### config.mk
export PLATFORM = sky130hd
export DESIGN_NAME = stepper_full_step_sequencer_top
export DESIGN_NICKNAME = d
export VERILOG_FILES = /design/src/rtl/stfs_pkg.sv /design/src/rtl/stfs_core.sv /design/src/rtl/stfs_out_reg.sv /design/src/rtl/stepper_full_step_sequencer_top.sv
export VERILOG_INCLUDE_DIRS = /design/src /design/src/rtl
export SDC_FILE = /design/constraint.sdc
export NUM_CORES = 1
export LEC_CHECK = 0
export ABC_AREA = 1
export BUFFER_PORTS_ARGS = -buffer_cell sky130_fd_sc_hd__buf_2
export CAP_MARGIN = 25
export CORE_UTILIZATION = 55
export CTS_CLUSTER_SIZE = 10
export DETAILED_ROUTE_END_ITERATION = 8
export MAX_ROUTING_LAYER = met4
export PLACE_DENSITY_LB_ADDON = 0.05
export SYNTH_ARGS = -nofsm -noshare
export SYNTH_HDL_FRONTEND = slang
export SYNTH_SLANG_ARGS = --single-unit
### constraint.sdc
create_clock -name clk_i -period 4.5 [get_ports clk_i]
set_clock_uncertainty 0.05 [all_clocks]
set_input_delay 0.225 -clock clk_i [delete_from_list [all_inputs] [get_ports clk_i]]
set_output_delay 0.225 -clock clk_i [all_outputs]
set_load 0.01 [all_outputs]
### src/rtl/stepper_full_step_sequencer_top_assert.svh
// Assertion macros shared by the stepper sequencer RTL.
// All checks sample on the rising clock edge and are held off during reset.
`ifndef STEPPER_FULL_STEP_SEQUENCER_TOP_ASSERT_SVH
`define STEPPER_FULL_STEP_SEQUENCER_TOP_ASSERT_SVH

`ifndef ASSERT_OFF

// Check that prop holds on every clock edge out of reset.
`define STFS_ASSERT(label, clk, rst_n, prop, msg) \
  label: assert property (@(posedge clk) disable iff (!rst_n) (prop)) else $error(msg);

// Check that cons holds in the cycle after ante.
`define STFS_ASSERT_NEXT(label, clk, rst_n, ante, cons, msg) \
  label: assert property (@(posedge clk) disable iff (!rst_n) (ante) |=> (cons)) \
    else $error(msg);

`else

`define STFS_ASSERT(label, clk, rst_n, prop, msg)
`define STFS_ASSERT_NEXT(label, clk, rst_n, ante, cons, msg)

`endif

`endif

### src/rtl/stfs_pkg.sv
package stfs_pkg;

  // Item kinds carried in tuser
  localparam logic OP_TICK  = 1'b0;
  localparam logic OP_START = 1'b1;

  // Register indexes of the configuration port
  localparam logic [1:0] REG_STEP_INTERVAL = 2'd0;
  localparam logic [1:0] REG_TARGET_STEPS  = 2'd1;
  localparam logic [1:0] REG_DIRECTION_FWD = 2'd2;
  localparam logic [1:0] REG_LIMIT_ENABLED = 2'd3;

  localparam int unsigned FIELD_W = 24;

  // Coil pattern per phase, forward order, bit i drives coil i
  localparam logic [3:0] COIL_TABLE [4] = '{4'b1001, 4'b1100, 4'b0110, 4'b0011};

  typedef struct packed {
    logic [FIELD_W-1:0] step_interval;
    logic [FIELD_W-1:0] target_steps;
    logic               direction_forward;
    logic               limit_enabled;
  } stfs_cfg_t;

  // Packed so that coil_drive sits in the lowest bits
  typedef struct packed {
    logic [FIELD_W-1:0] steps_done;
    logic               moving;
    logic               limit_hit;
    logic               move_done;
    logic               stepped;
    logic [3:0]         coil_drive;
  } stfs_result_t;

  // Reverse the coil order when running backwards
  function automatic logic [3:0] coil_pattern(input logic [1:0] ph, input logic fwd);
    logic [3:0] pat;
    pat = COIL_TABLE[ph];
    return fwd ? pat : {pat[0], pat[1], pat[2], pat[3]};
  endfunction

endpackage

### src/rtl/stfs_core.sv
`include "stepper_full_step_sequencer_top_assert.svh"

module stfs_core import stfs_pkg::*; #(
  parameter int unsigned COUNT_WIDTH = 24
) (
  input  logic         clk_i,
  input  logic         rst_ni,
  input  logic         acc_i,
  input  logic         opcode_i,
  input  logic         limit_level_i,
  input  stfs_cfg_t    cfg_i,
  output stfs_result_t result_o
);

  localparam int unsigned CMP_W = (COUNT_WIDTH > FIELD_W) ? COUNT_WIDTH : FIELD_W;

  logic [1:0]             phase_q, phase_d;
  logic                   busy_q, busy_d;
  logic                   last_limit_q, last_limit_d;
  logic [COUNT_WIDTH-1:0] total_q, total_d, total_inc;
  logic [FIELD_W-1:0]     wait_q, wait_d;
  logic [3:0]             coil_q, coil_d;
  logic                   stepped, done, hit;
  logic                   start;

  // Saturating step count
  assign total_inc = (&total_q) ? total_q : total_q + COUNT_WIDTH'(1);
  assign start     = (opcode_i == OP_START);

  // Work out next state and result of one item
  always_comb begin
    phase_d      = phase_q;
    busy_d       = busy_q;
    last_limit_d = last_limit_q;
    total_d      = total_q;
    wait_d       = wait_q;
    coil_d       = coil_q;
    stepped      = 1'b0;
    done         = 1'b0;
    hit          = 1'b0;
    if (start) begin
      if (!busy_q) begin
        last_limit_d = limit_level_i;
        total_d      = '0;
        phase_d      = 2'd0;
        wait_d       = '0;
        busy_d       = 1'b1;
      end
    end else if (busy_q) begin
      if (wait_q == '0) begin
        phase_d = phase_q + 2'd1;
        coil_d  = coil_pattern(phase_d, cfg_i.direction_forward);
        stepped = 1'b1;
        total_d = total_inc;
        if ((cfg_i.target_steps != '0) &&
            (CMP_W'(total_inc) >= CMP_W'(cfg_i.target_steps))) begin
          busy_d = 1'b0;
          done   = 1'b1;
        end else if (cfg_i.limit_enabled && !last_limit_q && limit_level_i) begin
          busy_d = 1'b0;
          done   = 1'b1;
          hit    = 1'b1;
        end else begin
          if (cfg_i.limit_enabled) begin
            last_limit_d = limit_level_i;
          end
          wait_d = cfg_i.step_interval;
        end
      end else begin
        wait_d = wait_q - FIELD_W'(1);
      end
    end
  end

  // Assemble the result beat from the next state
  always_comb begin
    result_o.coil_drive = coil_d;
    result_o.stepped    = stepped;
    result_o.move_done  = done;
    result_o.limit_hit  = hit;
    result_o.moving     = busy_d;
    result_o.steps_done = (CMP_W'(total_d) > CMP_W'({FIELD_W{1'b1}})) ?
                          {FIELD_W{1'b1}} : FIELD_W'(total_d);
  end

  // Hold state between accepted beats
  always_ff @(posedge clk_i or negedge rst_ni) begin
    if (!rst_ni) begin
      phase_q      <= 2'd0;
      busy_q       <= 1'b0;
      last_limit_q <= 1'b0;
      total_q      <= '0;
      wait_q       <= '0;
      coil_q       <= 4'd0;
    end else if (acc_i) begin
      phase_q      <= phase_d;
      busy_q       <= busy_d;
      last_limit_q <= last_limit_d;
      total_q      <= total_d;
      wait_q       <= wait_d;
      coil_q       <= coil_d;
    end
  end

  `STFS_ASSERT_NEXT(a_start_arms, clk_i, rst_ni, acc_i && start && !busy_q, busy_q, "start did not arm a move")
  `STFS_ASSERT_NEXT(a_wait_no_step, clk_i, rst_ni, acc_i && !start && busy_q && (wait_q != '0), (total_q == $past(total_q)) && (coil_q == $past(coil_q)), "step taken while waiting")
  `STFS_ASSERT_NEXT(a_count_rises, clk_i, rst_ni, acc_i && busy_q, total_q >= $past(total_q), "step count fell during a move")

endmodule

### src/rtl/stfs_out_reg.sv
`include "stepper_full_step_sequencer_top_assert.svh"

module stfs_out_reg import stfs_pkg::*; (
  input  logic         clk_i,
  input  logic         rst_ni,
  input  logic         acc_i,
  input  stfs_result_t result_i,
  input  logic         m_ready_i,
  output logic         m_valid_o,
  output logic         free_o,
  output stfs_result_t result_o
);

  logic         valid_q;
  stfs_result_t data_q;

  // Room for a new beat when empty or when the held one leaves now
  assign free_o    = !valid_q || m_ready_i;
  assign m_valid_o = valid_q;
  assign result_o  = data_q;

  // Hold the result beat until taken
  always_ff @(posedge clk_i or negedge rst_ni) begin
    if (!rst_ni) begin
      valid_q <= 1'b0;
    end else if (acc_i) begin
      valid_q <= 1'b1;
    end else if (m_ready_i) begin
      valid_q <= 1'b0;
    end
  end

  // Capture payload on accept
  always_ff @(posedge clk_i) begin
    if (acc_i) begin
      data_q <= result_i;
    end
  end

  `STFS_ASSERT_NEXT(a_beat_shown, clk_i, rst_ni, acc_i, valid_q, "accepted beat not presented")
  `STFS_ASSERT(a_accept_free, clk_i, rst_ni, !acc_i || free_o, "beat accepted into a full output register")

endmodule

### src/rtl/stepper_full_step_sequencer_top.sv
// Channel   Dir  Beat contents (lowest bit first)
// s_axis    in   tuser: opcode; tdata: limit_level, 7 bits zero
// m_axis    out  tdata: coil_drive[3:0], stepped, move_done, limit_hit, moving,
//                steps_done[23:0]
// cfg       in   write enable, register index, 24-bit data; no read-back
//
// One input beat per cycle while the output drains; its result beat appears in the cycle
// after accept, computed in a single pass between the input and the output register.
// Input is taken whenever the output register is empty or being drained.
// A stalled output holds its beat and back-pressures the input only then.
// Reset is asynchronous, active low; configuration resets to forward,
// zero interval, no target and limit disabled.
module stepper_full_step_sequencer_top import stfs_pkg::*; #(
  parameter int unsigned COUNT_WIDTH = 24
) (
  input  logic         clk_i,
  input  logic         rst_ni,
  input  logic         s_axis_tvalid,
  output logic         s_axis_tready,
  input  logic [7:0]   s_axis_tdata,   // limit_level, 7 bits zero
  input  logic         s_axis_tuser,   // opcode
  output logic         m_axis_tvalid,
  input  logic         m_axis_tready,
  output logic [31:0]  m_axis_tdata,   // coil_drive, stepped, move_done, limit_hit,
                                       // moving, steps_done
  input  logic         cfg_we_i,
  input  logic [1:0]   cfg_idx_i,
  input  logic [23:0]  cfg_wdata_i
);

  stfs_cfg_t    cfg_q;
  stfs_result_t core_res;
  stfs_result_t out_res;
  logic         free;
  logic         acc;

  assign s_axis_tready = free;
  assign acc           = s_axis_tvalid && free;
  assign m_axis_tdata  = out_res;

  // Configuration registers
  always_ff @(posedge clk_i or negedge rst_ni) begin
    if (!rst_ni) begin
      cfg_q.step_interval     <= '0;
      cfg_q.target_steps      <= '0;
      cfg_q.direction_forward <= 1'b1;
      cfg_q.limit_enabled     <= 1'b0;
    end else if (cfg_we_i) begin
      case (cfg_idx_i)
        REG_STEP_INTERVAL: cfg_q.step_interval     <= cfg_wdata_i;
        REG_TARGET_STEPS:  cfg_q.target_steps      <= cfg_wdata_i;
        REG_DIRECTION_FWD: cfg_q.direction_forward <= cfg_wdata_i[0];
        REG_LIMIT_ENABLED: cfg_q.limit_enabled     <= cfg_wdata_i[0];
        default: ;
      endcase
    end
  end

  stfs_core #(
    .COUNT_WIDTH(COUNT_WIDTH)
  ) u_core (
    .clk_i        (clk_i),
    .rst_ni       (rst_ni),
    .acc_i        (acc),
    .opcode_i     (s_axis_tuser),
    .limit_level_i(s_axis_tdata[0]),
    .cfg_i        (cfg_q),
    .result_o     (core_res)
  );

  stfs_out_reg u_out_reg (
    .clk_i    (clk_i),
    .rst_ni   (rst_ni),
    .acc_i    (acc),
    .result_i (core_res),
    .m_ready_i(m_axis_tready),
    .m_valid_o(m_axis_tvalid),
    .free_o   (free),
    .result_o (out_res)
  );

endmodule
==> Flow_metrics.wiki, run 1 <==
{| class="wikitable"
! Metric !! Value
|-
| Result of the run || completed
|-
| Crit path launch || u_core.total_q[1]
|-
| Layout cells sized above 1 || between 10% and 20%
|-
| Biggest fanout along the worst timing path || 25
|-
| Most frequent cell on the critical path || sky130_fd_sc_hd__nand3_1
|-
| Share of the synthesized area in the top cell type || between 30% and 40%
|-
| Wire length of the first global-routing pass || 34.2 mm
|-
| Final setup viols || 0
|-
| Number of buffers and inverters on the critical path || 3
|-
| Number of hold violations in the final report || 0
|-
| Flop pwr share || 36.1%
|-
| TritonCTS buffer count || 17
|-
| Required time of the worst setup path || 4.82 ns
|-
| R2r setup slk || about 0.53 ns
|-
| Die X-Extent || ~130 um
|-
| Layout area overhead || 11.9%
|-
| Period utilisation layout || between 80% and 90%
|-
| Post-synthesis cell count || about 1200
|-
| Highest-count cells in the layout ignoring fill and taps || sky130_fd_sc_hd__nand2_1 (395), sky130_fd_sc_hd__inv_1 (147), sky130_fd_sc_hd__dfrtp_1 (106)
|-
| Mapped Nets || approximately 1200
|-
| Combined area of all synthesized cells || between 8000 and 9000 um^2
|-
| Longest individual stage delay on the worst path || ~0.45 ns
|-
| Power density over the cells || between 500 and 600 nW/um^2
|-
| Largest net degree at the start of global routing || 70
|-
| Share of flip-flops with an asynchronous set or reset after synthesis || between 70% and 80%
|-
| Number of global-route vias before repair || roughly 6600
|-
| Kind of critical path || flop to flop
|-
| Synth warnings || 0
|-
| Sequential fraction of the synthesis area || between 40% and 50%
|-
| Sum of negative setup slack || 0 ns
|-
| Dominant cell type by area after synthesis || sky130_fd_sc_hd__dfrtp_1
|-
| Number of flops mapped to enable cells by yosys || 32
|-
| Slew at the pin with the worst max-slew slack || 0.896 ns
|-
| Max-slew headroom || between 40% and 50%
|-
| DR vias/cell || ~5.3
|-
| Weighted congestion reported at the end of routability-driven placement || 0.928
|-
| Highest clock rate || between 200 and 300 MHz
|-
| Routed length per instance || between 10 and 15 um
|-
| Via Count || about 7500
|-
| Endpoint of the lowest-slack register-to-register path || u_core.wait_q[7]
|-
| Count of cell types in the netlist || 38
|-
| Number of levels in the clock H-tree || 4
|-
| Clock edge transition at the registers on the reported setup and hold paths || roughly 0.06 ns
|-
| Number of filler cells placed in the layout || between 1000 and 1500
|-
| Overall track demand over capacity in global routing || 28.5%
|-
| Overflow left after global routing || 0
|-
| Crit path time final || about 4 ns
|-
| Reported max-cap violation count || 0
|-
| TritonCTS clock tree || yes
|-
| Cell internal pwr || around 3.1 mW
|-
| Flops & latches, synth || 139
|-
| Port buffer count || 66
|-
| Hold Crit Class || primary input to flop
|-
| HPWL after DPL || between 10 and 15 mm
|-
| Mapped Avg Cell Area || about 7.3 um^2
|-
| Antenna-violating nets left || 0
|-
| Deepest clock path buffer count || 2
|-
| Pleak || between 4 and 5 nW
|-
| Fraction of the core area covered by cells at the end of the flow || approximately 64%
|-
| Dominant synthesized flop cell || sky130_fd_sc_hd__dfrtp_1
|-
| Path length in cells of the critical path || 18
|-
| R2R cell count || 18
|-
| Standard cell with the maximum stage delay on the critical path || sky130_fd_sc_hd__dfrtp_1
|-
| Pre-antenna DRT Iters || 5
|-
| Routed WL || roughly 21 mm
|-
| Setup repair after global routing missed its margin || false
|-
| Later-pin clock latency in the skew report || around 0.43 ns
|-
| Clk sinks || around 140
|-
| Starting utilization of the core area || 57.4%
|-
| Initial DRC Count || slightly above 600
|-
| Worst setup path end || u_core.wait_q[7]
|-
| Boundary Pins || between 70 and 80
|-
| Initial antenna violation count || 0
|-
| Switching portion of total power || around 40%
|-
| Vertical extent of the die || approximately 130 um
|-
| Family of cells with the greatest summed delay on the critical path || simple AND/OR/NAND/NOR gates
|-
| Largest cells by area after synthesis || sky130_fd_sc_hd__dfrtp_1 (31%), sky130_fd_sc_hd__nand2_1 (18%), sky130_fd_sc_hd__edfxtp_1 (11%)
|-
| VDD IR-drop max || roughly 0.36 mV
|-
| List of cells traversed by the critical path || ha_1 > nand3_1 > inv_2 > nand4_1 > nor2_2 > inv_2 > o21ai_0 > ha_1 > a21oi_1 > nand3_1 > nor2_1 > nor2_1 > o21bai_1 > nand2_1 > nand2_2 > buf_4 > nand3_1 > nand2_1
|-
| CP endpoint kind || flop
|-
| Area of the core region || approximately 15000 um^2
|-
| Startpoint of the worst-slack reg-to-reg timing path || u_core.total_q[1]
|-
| Number of standard-cell rows in the floorplan || 44
|-
| Critical Path Start Type || flop
|-
| Most common cell after layout, fill and taps aside || sky130_fd_sc_hd__nand2_1
|-
| Clock Root Buffer || sky130_fd_sc_hd__clkbuf_16
|-
| Clock Power Share || 26.5%
|-
| Max Slew Vio Count || 0
|-
| Switching component of the power || ~2.1 mW
|-
| Die outline area || roughly 16000 um^2
|-
| Remaining DRCs || 0
|-
| Portion of total power attributed to combinational logic || between 30% and 40%
|-
| Number of nets in the layout || 1278
|-
| Data arrival time at the worst-slack endpoint || ~4.3 ns
|-
| Antenna cell count || 0
|}
==> synth_stat cells (7+ instances only) <==
master	count
sky130_fd_sc_hd__a21oi_1	59
sky130_fd_sc_hd__buf_2	10
sky130_fd_sc_hd__clkbuf_1	21
sky130_fd_sc_hd__dfrtp_1	106
sky130_fd_sc_hd__edfxtp_1	32
sky130_fd_sc_hd__ha_1	28
sky130_fd_sc_hd__inv_1	148
sky130_fd_sc_hd__nand2_1	395
sky130_fd_sc_hd__nand3_1	85
sky130_fd_sc_hd__nand4_1	14
sky130_fd_sc_hd__nor2_1	76
sky130_fd_sc_hd__nor3_1	10
sky130_fd_sc_hd__o21ai_0	82
sky130_fd_sc_hd__o21ai_2	20
sky130_fd_sc_hd__xnor2_1	7
sky130_fd_sc_hd__xor2_1	20
==> power groups by stage <==
| stage | combinational [mW] | clock (mW) | sequential (mW) |
|---|---|---|---|
| 6_report | 1.93 | 1.36 | 1.86 |
| 3_3_place_gp | 1.87 | 0 | 1.87 |
| 4_1_cts | 1.93 | 1.38 | 1.86 |
| 5_1_grt | 2.21 | 1.42 | 1.90 |
| 2_1_floorplan | 1.49 | 0 | 1.82 |
| 3_5_place_dp | 1.91 | 0 | 1.87 |
==> per-stage QoR <==
stage | instances | hold slack (ns) | power (mW) | setup WS (ns) | area [um^2]
after CTS | 1407 | 0.00549 | 5.16 | 0.571 | 9470
final | 1407 | 0.0112 | 5.16 | 0.527 | 9470
after global placement | 1374 | 0.364 | 3.74 | 0.662 | 8890
after global routing | 1407 | 0.0157 | 5.53 | 0.184 | 9470
after detailed placement | 1374 | 0.369 | 3.79 | 0.605 | 8890
after floorplan | 1158 | -0.121 | 3.31 | 1.34 | 8470
==> repair_timing <==
action	in CTS	in global routing
hold buffers	1	0
gates resized for setup	0	0
endpoints found under the setup margin	0	0
setup buffers	0	0
endpoints found under the hold margin	67	0
==> state kept, by name (all words and copies together) (netlist names) <==
register / cells
u_core.phase_q: 2
u_out_reg.result_o: 32
u_core.wait_q: 24
u_core.coil_q: 4
u_core.busy_q: 1
u_core.last_limit_q: 1
u_out_reg.m_valid_o: 1
cfg_q: 50
u_core.total_q: 24
==> worst min path at each step <==
stage               startpoint                  end  slack (ns)  cells past startpoint
2_1_floorplan           rst_ni             cfg_q[0]       -0.12                      0
3_3_place_gp            rst_ni            cfg_q[48]        0.36                      1
3_5_place_dp            rst_ni    u_core.wait_q[22]        0.37                      1
4_1_cts        s_axis_tdata[0]  u_core.last_limit_q       0.005                      3
5_1_grt        s_axis_tdata[0]  u_core.last_limit_q        0.02                      3
6_report       cfg_wdata_i[11]            cfg_q[37]        0.01                      3
==> layout make-up <==
type | count | area (um^2) | share of cell area [%]
Clock buffer | 24 | 523 | 5.52
Clock inverter | 8 | 53.8 | 0.568
Inverter | 151 | 567 | 5.98
Multi-Input combinational cell | 823 | 4030 | 42.6
Sequential cell | 139 | 3640 | 38.4
Tap cell | 184 | 230 | 2.43
Timing Repair Buffer | 78 | 425 | 4.49
==> worst min-delay path, delay by kind of cell <==
kind | cells | cell delay (ns)
AO/OA/AOI/OAI | 1 | 0.07
buffers and inverters | 2 | 0.15
==> kinds of logic after synthesis <==
kind of cell | share of synthesized area (%)
adders and majority gates | 4.14
xor gates and xnor gates | 2.79
buffers and inverters | 9.41
DFF | 43.0
and+or+nand+nor | 29.8
AOI/OAI and AO/OA | 10.9
==> per-layer routing <==
metal	wire length [um]	part of all wire, %	up-vias	global-route usage [%]
met4	266	1.3	0	7.58
li1	-	-	3786	-
met2	9060	43	210	40.5
met1	10600	50	3498	41.9
met5	0	0	-	-
met3	1100	5.2	19	5.06
(Power assumes the default switching activity.)
==> run 2, diff against run 1 <==
ABC_AREA = default   (was 1)
CORE_ASPECT_RATIO = 1.5   (was default)
PLACE_DENSITY = 0.75   (was default)
PLACE_DENSITY_LB_ADDON = default   (was 0.05)
==> Flow_metrics.wiki, run 2 <==
{| class="wikitable"
! Metric !! Value
|-
| Highest clock rate || ~230 MHz
|-
| Placed instance count || 1092
|-
| Largest net degree at the start of global routing || 70
|-
| Number of levels in the clock H-tree || 4
|-
| Max reg flops || 50
|-
| Starting utilization of the core area || between 50% and 60%
|-
| Number of standard-cell rows in the floorplan || 54
|-
| Clk sinks || 139
|-
| Number of global-route vias before repair || around 6700
|-
| Number of filler cells placed in the layout || ~1200
|-
| Result of the run || completed
|-
| Dominant synthesized flop cell || sky130_fd_sc_hd__dfrtp_1
|-
| Mapped Avg Cell Area || 9.61 um^2
|-
| Via Count || roughly 7000
|-
| Hold Crit Class || primary input to flop
|-
| Final setup viols || 0
|-
| Cell types with the highest counts after synthesis || sky130_fd_sc_hd__dfrtp_1 (106), sky130_fd_sc_hd__nand2_1 (90), sky130_fd_sc_hd__o21ai_0 (65)
|-
| Fraction of the core area covered by cells at the end of the flow || 65.4%
|-
| Antenna cell count || 0
|-
| Required time of the worst setup path || 4.75 ns
|-
| VDD IR-drop max || between 0.2 and 0.3 mV
|-
| Routed length per instance || ~19 um
|-
| Dominant cell type by area after synthesis || sky130_fd_sc_hd__dfrtp_1
|-
| Hold Path Origin || cfg_wdata_i[3]
|-
| Final Non-Filler Cells || ~1100
|-
| CP endpoint kind || flop
|-
| Overall track demand over capacity in global routing || a little under a third
|-
| Wire length of the first global-routing pass || 34.5 mm
|-
| Family of cells with the greatest summed delay on the critical path || simple AND/OR/NAND/NOR gates
|-
| Critical Path Start Type || flop
|-
| Vertical extent of the die || 152 um
|-
| Die X-Extent || between 100 and 150 um
|-
| Number of flops mapped to enable cells by yosys || 32
|-
| Boundary Pins || 74
|-
| Crit path time final || 4.30 ns
|-
| Post-synthesis cell count || between 800 and 900
|-
| Most common cell after layout, fill and taps aside || sky130_fd_sc_hd__dfrtp_1
|-
| Highest-count cells in the layout ignoring fill and taps || sky130_fd_sc_hd__dfrtp_1 (106), sky130_fd_sc_hd__nand2_1 (90), sky130_fd_sc_hd__o21ai_0 (65), sky130_fd_sc_hd__buf_2 (65)
|-
| Total cell area at the placement stage || between 8000 and 9000 um^2
|-
| Initial DRC Count || between 300 and 400
|-
| Power density over the cells || just over 400 nW/um^2
|-
| Longest individual stage delay on the worst path || roughly 0.66 ns
|-
| Routed WL || 21.8 mm
|-
| Port buffer count || 66
|-
| Flops & latches, synth || between 100 and 150
|-
| Sequential fraction of the synthesis area || between 40% and 50%
|-
| Sum of negative setup slack || 0 ns
|-
| Layout cells sized above 1 || between 20% and 30%
|-
| Combined area of all synthesized cells || around 8200 um^2
|-
| Reported max-cap violation count || 0
|-
| Later-pin clock latency in the skew report || approximately 0.43 ns
|-
| Max-slew headroom || 39.3%
|-
| Pre-antenna DRT Iters || 5
|-
| Mapped Nets || approximately 920
|-
| Count of cell types in the netlist || 71
|-
| R2r setup slk || approximately 0.20 ns
|-
| Max Slew Vio Count || 0
|-
| Setup repair after global routing missed its margin || false
|-
| Synth warnings || 0
|-
| Area of the core region || approximately 15000 um^2
|-
| DR vias/cell || around 6.2
|-
| Final design area excluding fillers || ~9500 um^2
|-
| Die outline area || 15400 um^2
|-
| Clock Root Buffer || sky130_fd_sc_hd__clkbuf_16
|-
| List of cells traversed by the critical path || nand3_2 > or4_1 > o31ai_2 > buf_4 > nor2_1 > xor2_1 > ha_1 > nor3_1 > o31ai_1 > and4_1 > a211o_1 > o21a_1 > nand2b_1 > a221o_1
|-
| Share of the synthesized area in the top cell type || around a third
|-
| Crit path launch || u_core.total_q[18]
|-
| Kind of critical path || flop to flop
|-
| TritonCTS buffer count || 17
|-
| Slew at the pin with the worst max-slew slack || about 0.91 ns
|-
| Pleak || ~4.1 nW
|-
| Overflow left after global routing || 0
|-
| Data arrival time at the worst-slack endpoint || ~4.6 ns
|-
| Clock edge transition at the registers on the reported setup and hold paths || about 0.06 ns
|-
| Most flops, register || cfg_q
|-
| Share of flip-flops with an asynchronous set or reset after synthesis || 77.0%
|-
| TritonCTS clock tree || yes
|-
| Weighted congestion reported at the end of routability-driven placement || roughly 0.95
|-
| Biggest fanout along the worst timing path || 8
|-
| HPWL after DPL || roughly 15 mm
|-
| Period utilisation layout || 95.6%
|-
| Layout area overhead || 15.9%
|-
| Startpoint of the worst-slack reg-to-reg timing path || u_core.total_q[18]
|-
| Number of buffers and inverters on the critical path || 1
|-
| Number of nets in the layout || about 1000
|-
| Initial antenna violation count || 0
|-
| Leading cell type by number of instances after synthesis || sky130_fd_sc_hd__dfrtp_1
|-
| Deepest clock path buffer count || 2
|-
| Antenna-violating nets left || 0
|-
| Number of hold violations in the final report || 0
|-
| Largest cells by area after synthesis || sky130_fd_sc_hd__dfrtp_1 (32%), sky130_fd_sc_hd__edfxtp_1 (12%), sky130_fd_sc_hd__mux2_2 (7.0%)
|-
| Remaining DRCs || 0
|-
| Standard cell with the maximum stage delay on the critical path || sky130_fd_sc_hd__or4_1
|}
## run 2: cell families after synthesis
logic type / after synthesis / synth area share, %
AOI/OAI and AO/OA: 234 / 18.8
xor gates and xnor gates: 23 / 2.46
adders and majority gates: 28 / 4.27
buffers and inverters: 94 / 5.10
DFF: 139 / 44.4
muxes: 55 / 7.50
and+or+nand+nor: 280 / 17.5
## run 2: repair_timing
action	in CTS	in global routing
buffers inserted	0	0
hold endpoints to repair	86	0
setup endpoints to repair	0	3
gates resized for setup	0	2
hold buffers	14	0
## run 2: final cells by class
| class | instances | area [um^2] | share of cell area, % |
|---|---|---|---|
| Clock buffer | 23 | 510 | 5.37 |
| Clock inverter | 9 | 83.8 | 0.882 |
| Inverter | 36 | 135 | 1.42 |
| Multi-Input combinational cell | 620 | 4150 | 43.7 |
| Sequential cell | 139 | 3640 | 38.3 |
| Tap cell | 196 | 245 | 2.58 |
| Timing Repair Buffer | 115 | 736 | 7.74 |
## run 2: worst register-to-register path: stages (launching register included)
cell and delay, ns:
sky130_fd_sc_hd__dfrtp_1 0.45, sky130_fd_sc_hd__nand3_2 0.14, sky130_fd_sc_hd__or4_1 0.66, sky130_fd_sc_hd__o31ai_2 0.41, sky130_fd_sc_hd__buf_4 0.23, sky130_fd_sc_hd__nor2_1 0.07
sky130_fd_sc_hd__xor2_1 0.15, sky130_fd_sc_hd__ha_1 0.21, sky130_fd_sc_hd__nor3_1 0.19, sky130_fd_sc_hd__o31ai_1 0.13, sky130_fd_sc_hd__and4_1 0.23, sky130_fd_sc_hd__a211o_1 0.30
sky130_fd_sc_hd__o21a_1 0.21, sky130_fd_sc_hd__nand2b_1 0.33, sky130_fd_sc_hd__a221o_1 0.43
## run 2: report_power, final
| part | internal (mW) | switching (mW) | total (mW) |
|---|---|---|---|
| combinational | 0.366 | 0.481 | 0.847 |
| clock | 0.855 | 0.556 | 1.41 |
| sequential | 1.48 | 0.180 | 1.66 |
## run 2: path summary, 6_finish.rpt
kind	endpoint	cells past startpoint
worst max-delay path	u_core.wait_q[18]	14
worst min-delay path	cfg_q[5]	2
worst max register to register	u_core.wait_q[18]	14
worst min register to register	u_core.coil_q[2]	2
max in group asynchronous	cfg_q[1]	3
min in group asynchronous	cfg_q[8]	2
## run 2: through the flow
step                hold slack, ns  worst slack, ns  power [mW]
floorplan                   -0.121            0.470        2.25
global placement             0.357            0.310        2.47
detailed placement           0.358            0.194        2.50
CTS                        0.00251            0.157        3.91
global route               0.00309           0.0256        4.09
finish                     0.00545            0.196        3.92
## run 2: layer usage
layer	global-route usage, %	part of all wire [%]	vias to the layer above
met4	20.9	6.5	0
met3	4.59	4.8	80
li1	-	-	3308
met2	51.3	50	276
met5	-	0	-
met1	34.2	39	3370
==> run 3, diff against run 2 <==
==> constraint.sdc (replaced) <==
create_clock -name clk_i -period 4.5 [get_ports clk_i]
set_clock_uncertainty 0.05 [all_clocks]
set_input_delay 0.9 -clock clk_i [delete_from_list [all_inputs] [get_ports clk_i]]
set_output_delay 0.9 -clock clk_i [all_outputs]
set_load 0.01 [all_outputs]
==> Flow_metrics.wiki, run 3 (synthesis results as in run 2) <==
{| class="wikitable"
! Metric !! Value
|-
| Result of the run || completed
|-
| Routed length per instance || just under 20 um
|-
| DR vias/cell || 6.25
|-
| Endpoint of the lowest-slack register-to-register path || u_core.wait_q[4]
|-
| Clk sinks || about 140
|-
| Final design area excluding fillers || 9380 um^2
|-
| Sum of negative setup slack || 0 ns
|-
| Cells on Worst Hold Path || 2
|-
| Period utilisation layout || a little over nine tenths
|-
| Hold Path Origin || u_core.coil_q[2]
|-
| Die X-Extent || 102 um
|-
| Amount of wire on met2 after detailed routing || 11.1 mm
|-
| Max-slew headroom || 42.6%
|-
| Startpoint of the worst-slack reg-to-reg timing path || u_core.total_q[1]
|-
| Reported max-cap violation count || 0
|-
| Die outline area || about 15000 um^2
|-
| Biggest fanout along the worst timing path || 13
|-
| Vertical extent of the die || between 150 and 200 um
|-
| CP endpoint kind || flop
|-
| Destination of the worst hold path || u_core.coil_q[2]
|-
| Top metal layer carrying routed signals || met4
|-
| R2R cell count || 16
|-
| Pleak || between 4 and 5 nW
|-
| Deepest clock path buffer count || 2
|-
| Starting utilization of the core area || between 50% and 60%
|-
| Highest clock rate || around 230 MHz
|-
| Total cell area at the placement stage || a little under 9000 um^2
|-
| Max reg flops || 50
|-
| Remaining DRCs || 0
|-
| Clock Root Buffer || sky130_fd_sc_hd__clkbuf_16
|-
| Overall track demand over capacity in global routing || a little under a third
|-
| Layout cells sized above 1 || between 20% and 30%
|-
| Final setup viols || 0
|-
| Initial antenna violation count || 0
|-
| TritonCTS buffer count || 17
|-
| Later-pin clock latency in the skew report || 0.43 ns
|-
| Via Count || between 7000 and 8000
|-
| Largest net degree at the start of global routing || just under 70
|-
| HPWL after DPL || between 15 and 20 mm
|-
| Wire length of the first global-routing pass || about 35 mm
|-
| Setup repair after global routing missed its margin || false
|-
| Total power draw || 3.93 mW
|-
| Layout area overhead || 14.4%
|-
| Crit path time final || 4.28 ns
|-
| Most common cell after layout, fill and taps aside || sky130_fd_sc_hd__dfrtp_1
|-
| Antenna-violating nets left || 0
|-
| Number of filler cells placed in the layout || about 1200
|-
| Hold Crit Class || flop to flop
|-
| Number of hold violations in the final report || 0
|-
| Boundary Pins || 74
|-
| Number of levels in the clock H-tree || 4
|-
| Number of standard-cell rows in the floorplan || 54
|-
| Data arrival time at the worst-slack endpoint || approximately 4.6 ns
|-
| Area of the core region || 14500 um^2
|-
| Critical Path Start Type || flop
|-
| Wire length on met3 || roughly 1.1 mm
|-
| Metal-1 WL || about 8.4 mm
|-
| Max Slew Vio Count || 0
|-
| Required time of the worst setup path || roughly 4.8 ns
|-
| Power density over the cells || approximately 420 nW/um^2
|-
| Number of global-route vias before repair || about 6800
|-
| Pre-antenna DRT Iters || 5
|-
| TritonCTS clock tree || yes
|-
| Clock edge transition at the registers on the reported setup and hold paths || about 0.06 ns
|-
| Fraction of the core area covered by cells at the end of the flow || around 65%
|-
| Most flops, register || cfg_q
|-
| Number of nets in the layout || roughly 980
|-
| Weighted congestion reported at the end of routability-driven placement || between 0.9 and 1
|-
| Overflow left after global routing || 0
|-
| Antenna cell count || 0
|-
| Highest-count cells in the layout ignoring fill and taps || sky130_fd_sc_hd__dfrtp_1 (104), sky130_fd_sc_hd__nand2_1 (90), sky130_fd_sc_hd__o21ai_0 (65), sky130_fd_sc_hd__buf_2 (65)
|-
| VDD IR-drop max || between 0.3 and 0.4 mV
|-
| Routed WL || roughly 22 mm
|-
| R2r setup slk || 0.22 ns
|-
| Initial DRC Count || approximately 460
|-
| Slew at the pin with the worst max-slew slack || between 0.8 and 0.9 ns
|-
| Kind of critical path || flop to flop
|-
| Port buffer count || 66
|}
-- run 3: cell count changes in the layout (fill, tap and decap cells not counted), sizes merged --
cell / previous run / this run
clkinvlp: 2 / 1
inv: 35 / 39
buf: 101 / 100
clkinv: 7 / 6
bufinv: 1 / 2
clkbuf: 23 / 20
dlygate4sd3: 14 / 0
-- run 3: what timing repair did --
action                     4_1_cts  5_1_grt
hold buffers                     0        0
gates resized for setup          0        8
buffers inserted                 0        1
setup endpoints to repair        0        3
-- run 3: how the worst max path moves through the flow --
stage | depth (start not counted) | startpoint | end | slack [ns]
floorplan | 20 | u_core.total_q[16] | u_core.wait_q[0] | 0.47
global placement | 17 | u_core.total_q[1] | u_core.wait_q[23] | 0.33
detailed placement | 15 | u_core.total_q[18] | u_core.wait_q[4] | 0.24
CTS | 16 | u_core.total_q[1] | u_core.wait_q[4] | 0.13
global route | 16 | u_core.total_q[1] | u_core.wait_q[4] | 0.08
finish | 16 | u_core.total_q[1] | u_core.wait_q[4] | 0.22
-- run 3: cell type report --
type	count	area [um^2]	area share, %
Multi-Input combinational cell	620	4170	44.5
Sequential cell	139	3640	38.8
Timing Repair Buffer	100	588	6.27
Clock buffer	20	458	4.88
Tap cell	196	245	2.62
Clock inverter	12	135	1.44
Inverter	36	135	1.44
-- run 3: metrics by stage --
stage / setup WS [ns] / instances / hold WS (ns)
after CTS: 0.129 / 1122 / 0.434
after floorplan: 0.470 / 853 / 0.396
final: 0.219 / 1123 / 0.437
after global placement: 0.326 / 1090 / 0.409
after global routing: 0.0757 / 1123 / 0.464
after detailed placement: 0.235 / 1090 / 0.414
-- run 3: per-layer routing --
layer  vias up  track usage [%]
met3        87             4.22
met1      3367             35.8
met4         0             20.1
met5         -                -
li1       3287                -
met2       279             51.6
-- run 3: critical path, stage by stage (launching register included) --
cell and delay (ns):
sky130_fd_sc_hd__dfrtp_2 0.41, sky130_fd_sc_hd__ha_1 0.23, sky130_fd_sc_hd__and2_1 0.23, sky130_fd_sc_hd__nand3_2 0.17, sky130_fd_sc_hd__buf_4 0.19, sky130_fd_sc_hd__o31a_1 0.32, sky130_fd_sc_hd__nand2_1 0.16, sky130_fd_sc_hd__xnor2_1 0.19
sky130_fd_sc_hd__ha_1 0.30, sky130_fd_sc_hd__a21oi_1 0.19, sky130_fd_sc_hd__nor2b_1 0.17, sky130_fd_sc_hd__o221ai_1 0.20, sky130_fd_sc_hd__a211o_1 0.33, sky130_fd_sc_hd__o21a_1 0.22, sky130_fd_sc_hd__or3_4 0.42, sky130_fd_sc_hd__buf_4 0.21
sky130_fd_sc_hd__o21ai_0 0.21
-- run 3: report_power, final --
part	total, mW	internal (mW)	switching, mW	leakage, nW
Sequential	1.66	1.48	0.183	1.62
Combinational	0.849	0.357	0.492	2.14
Clock	1.42	0.854	0.563	0.291
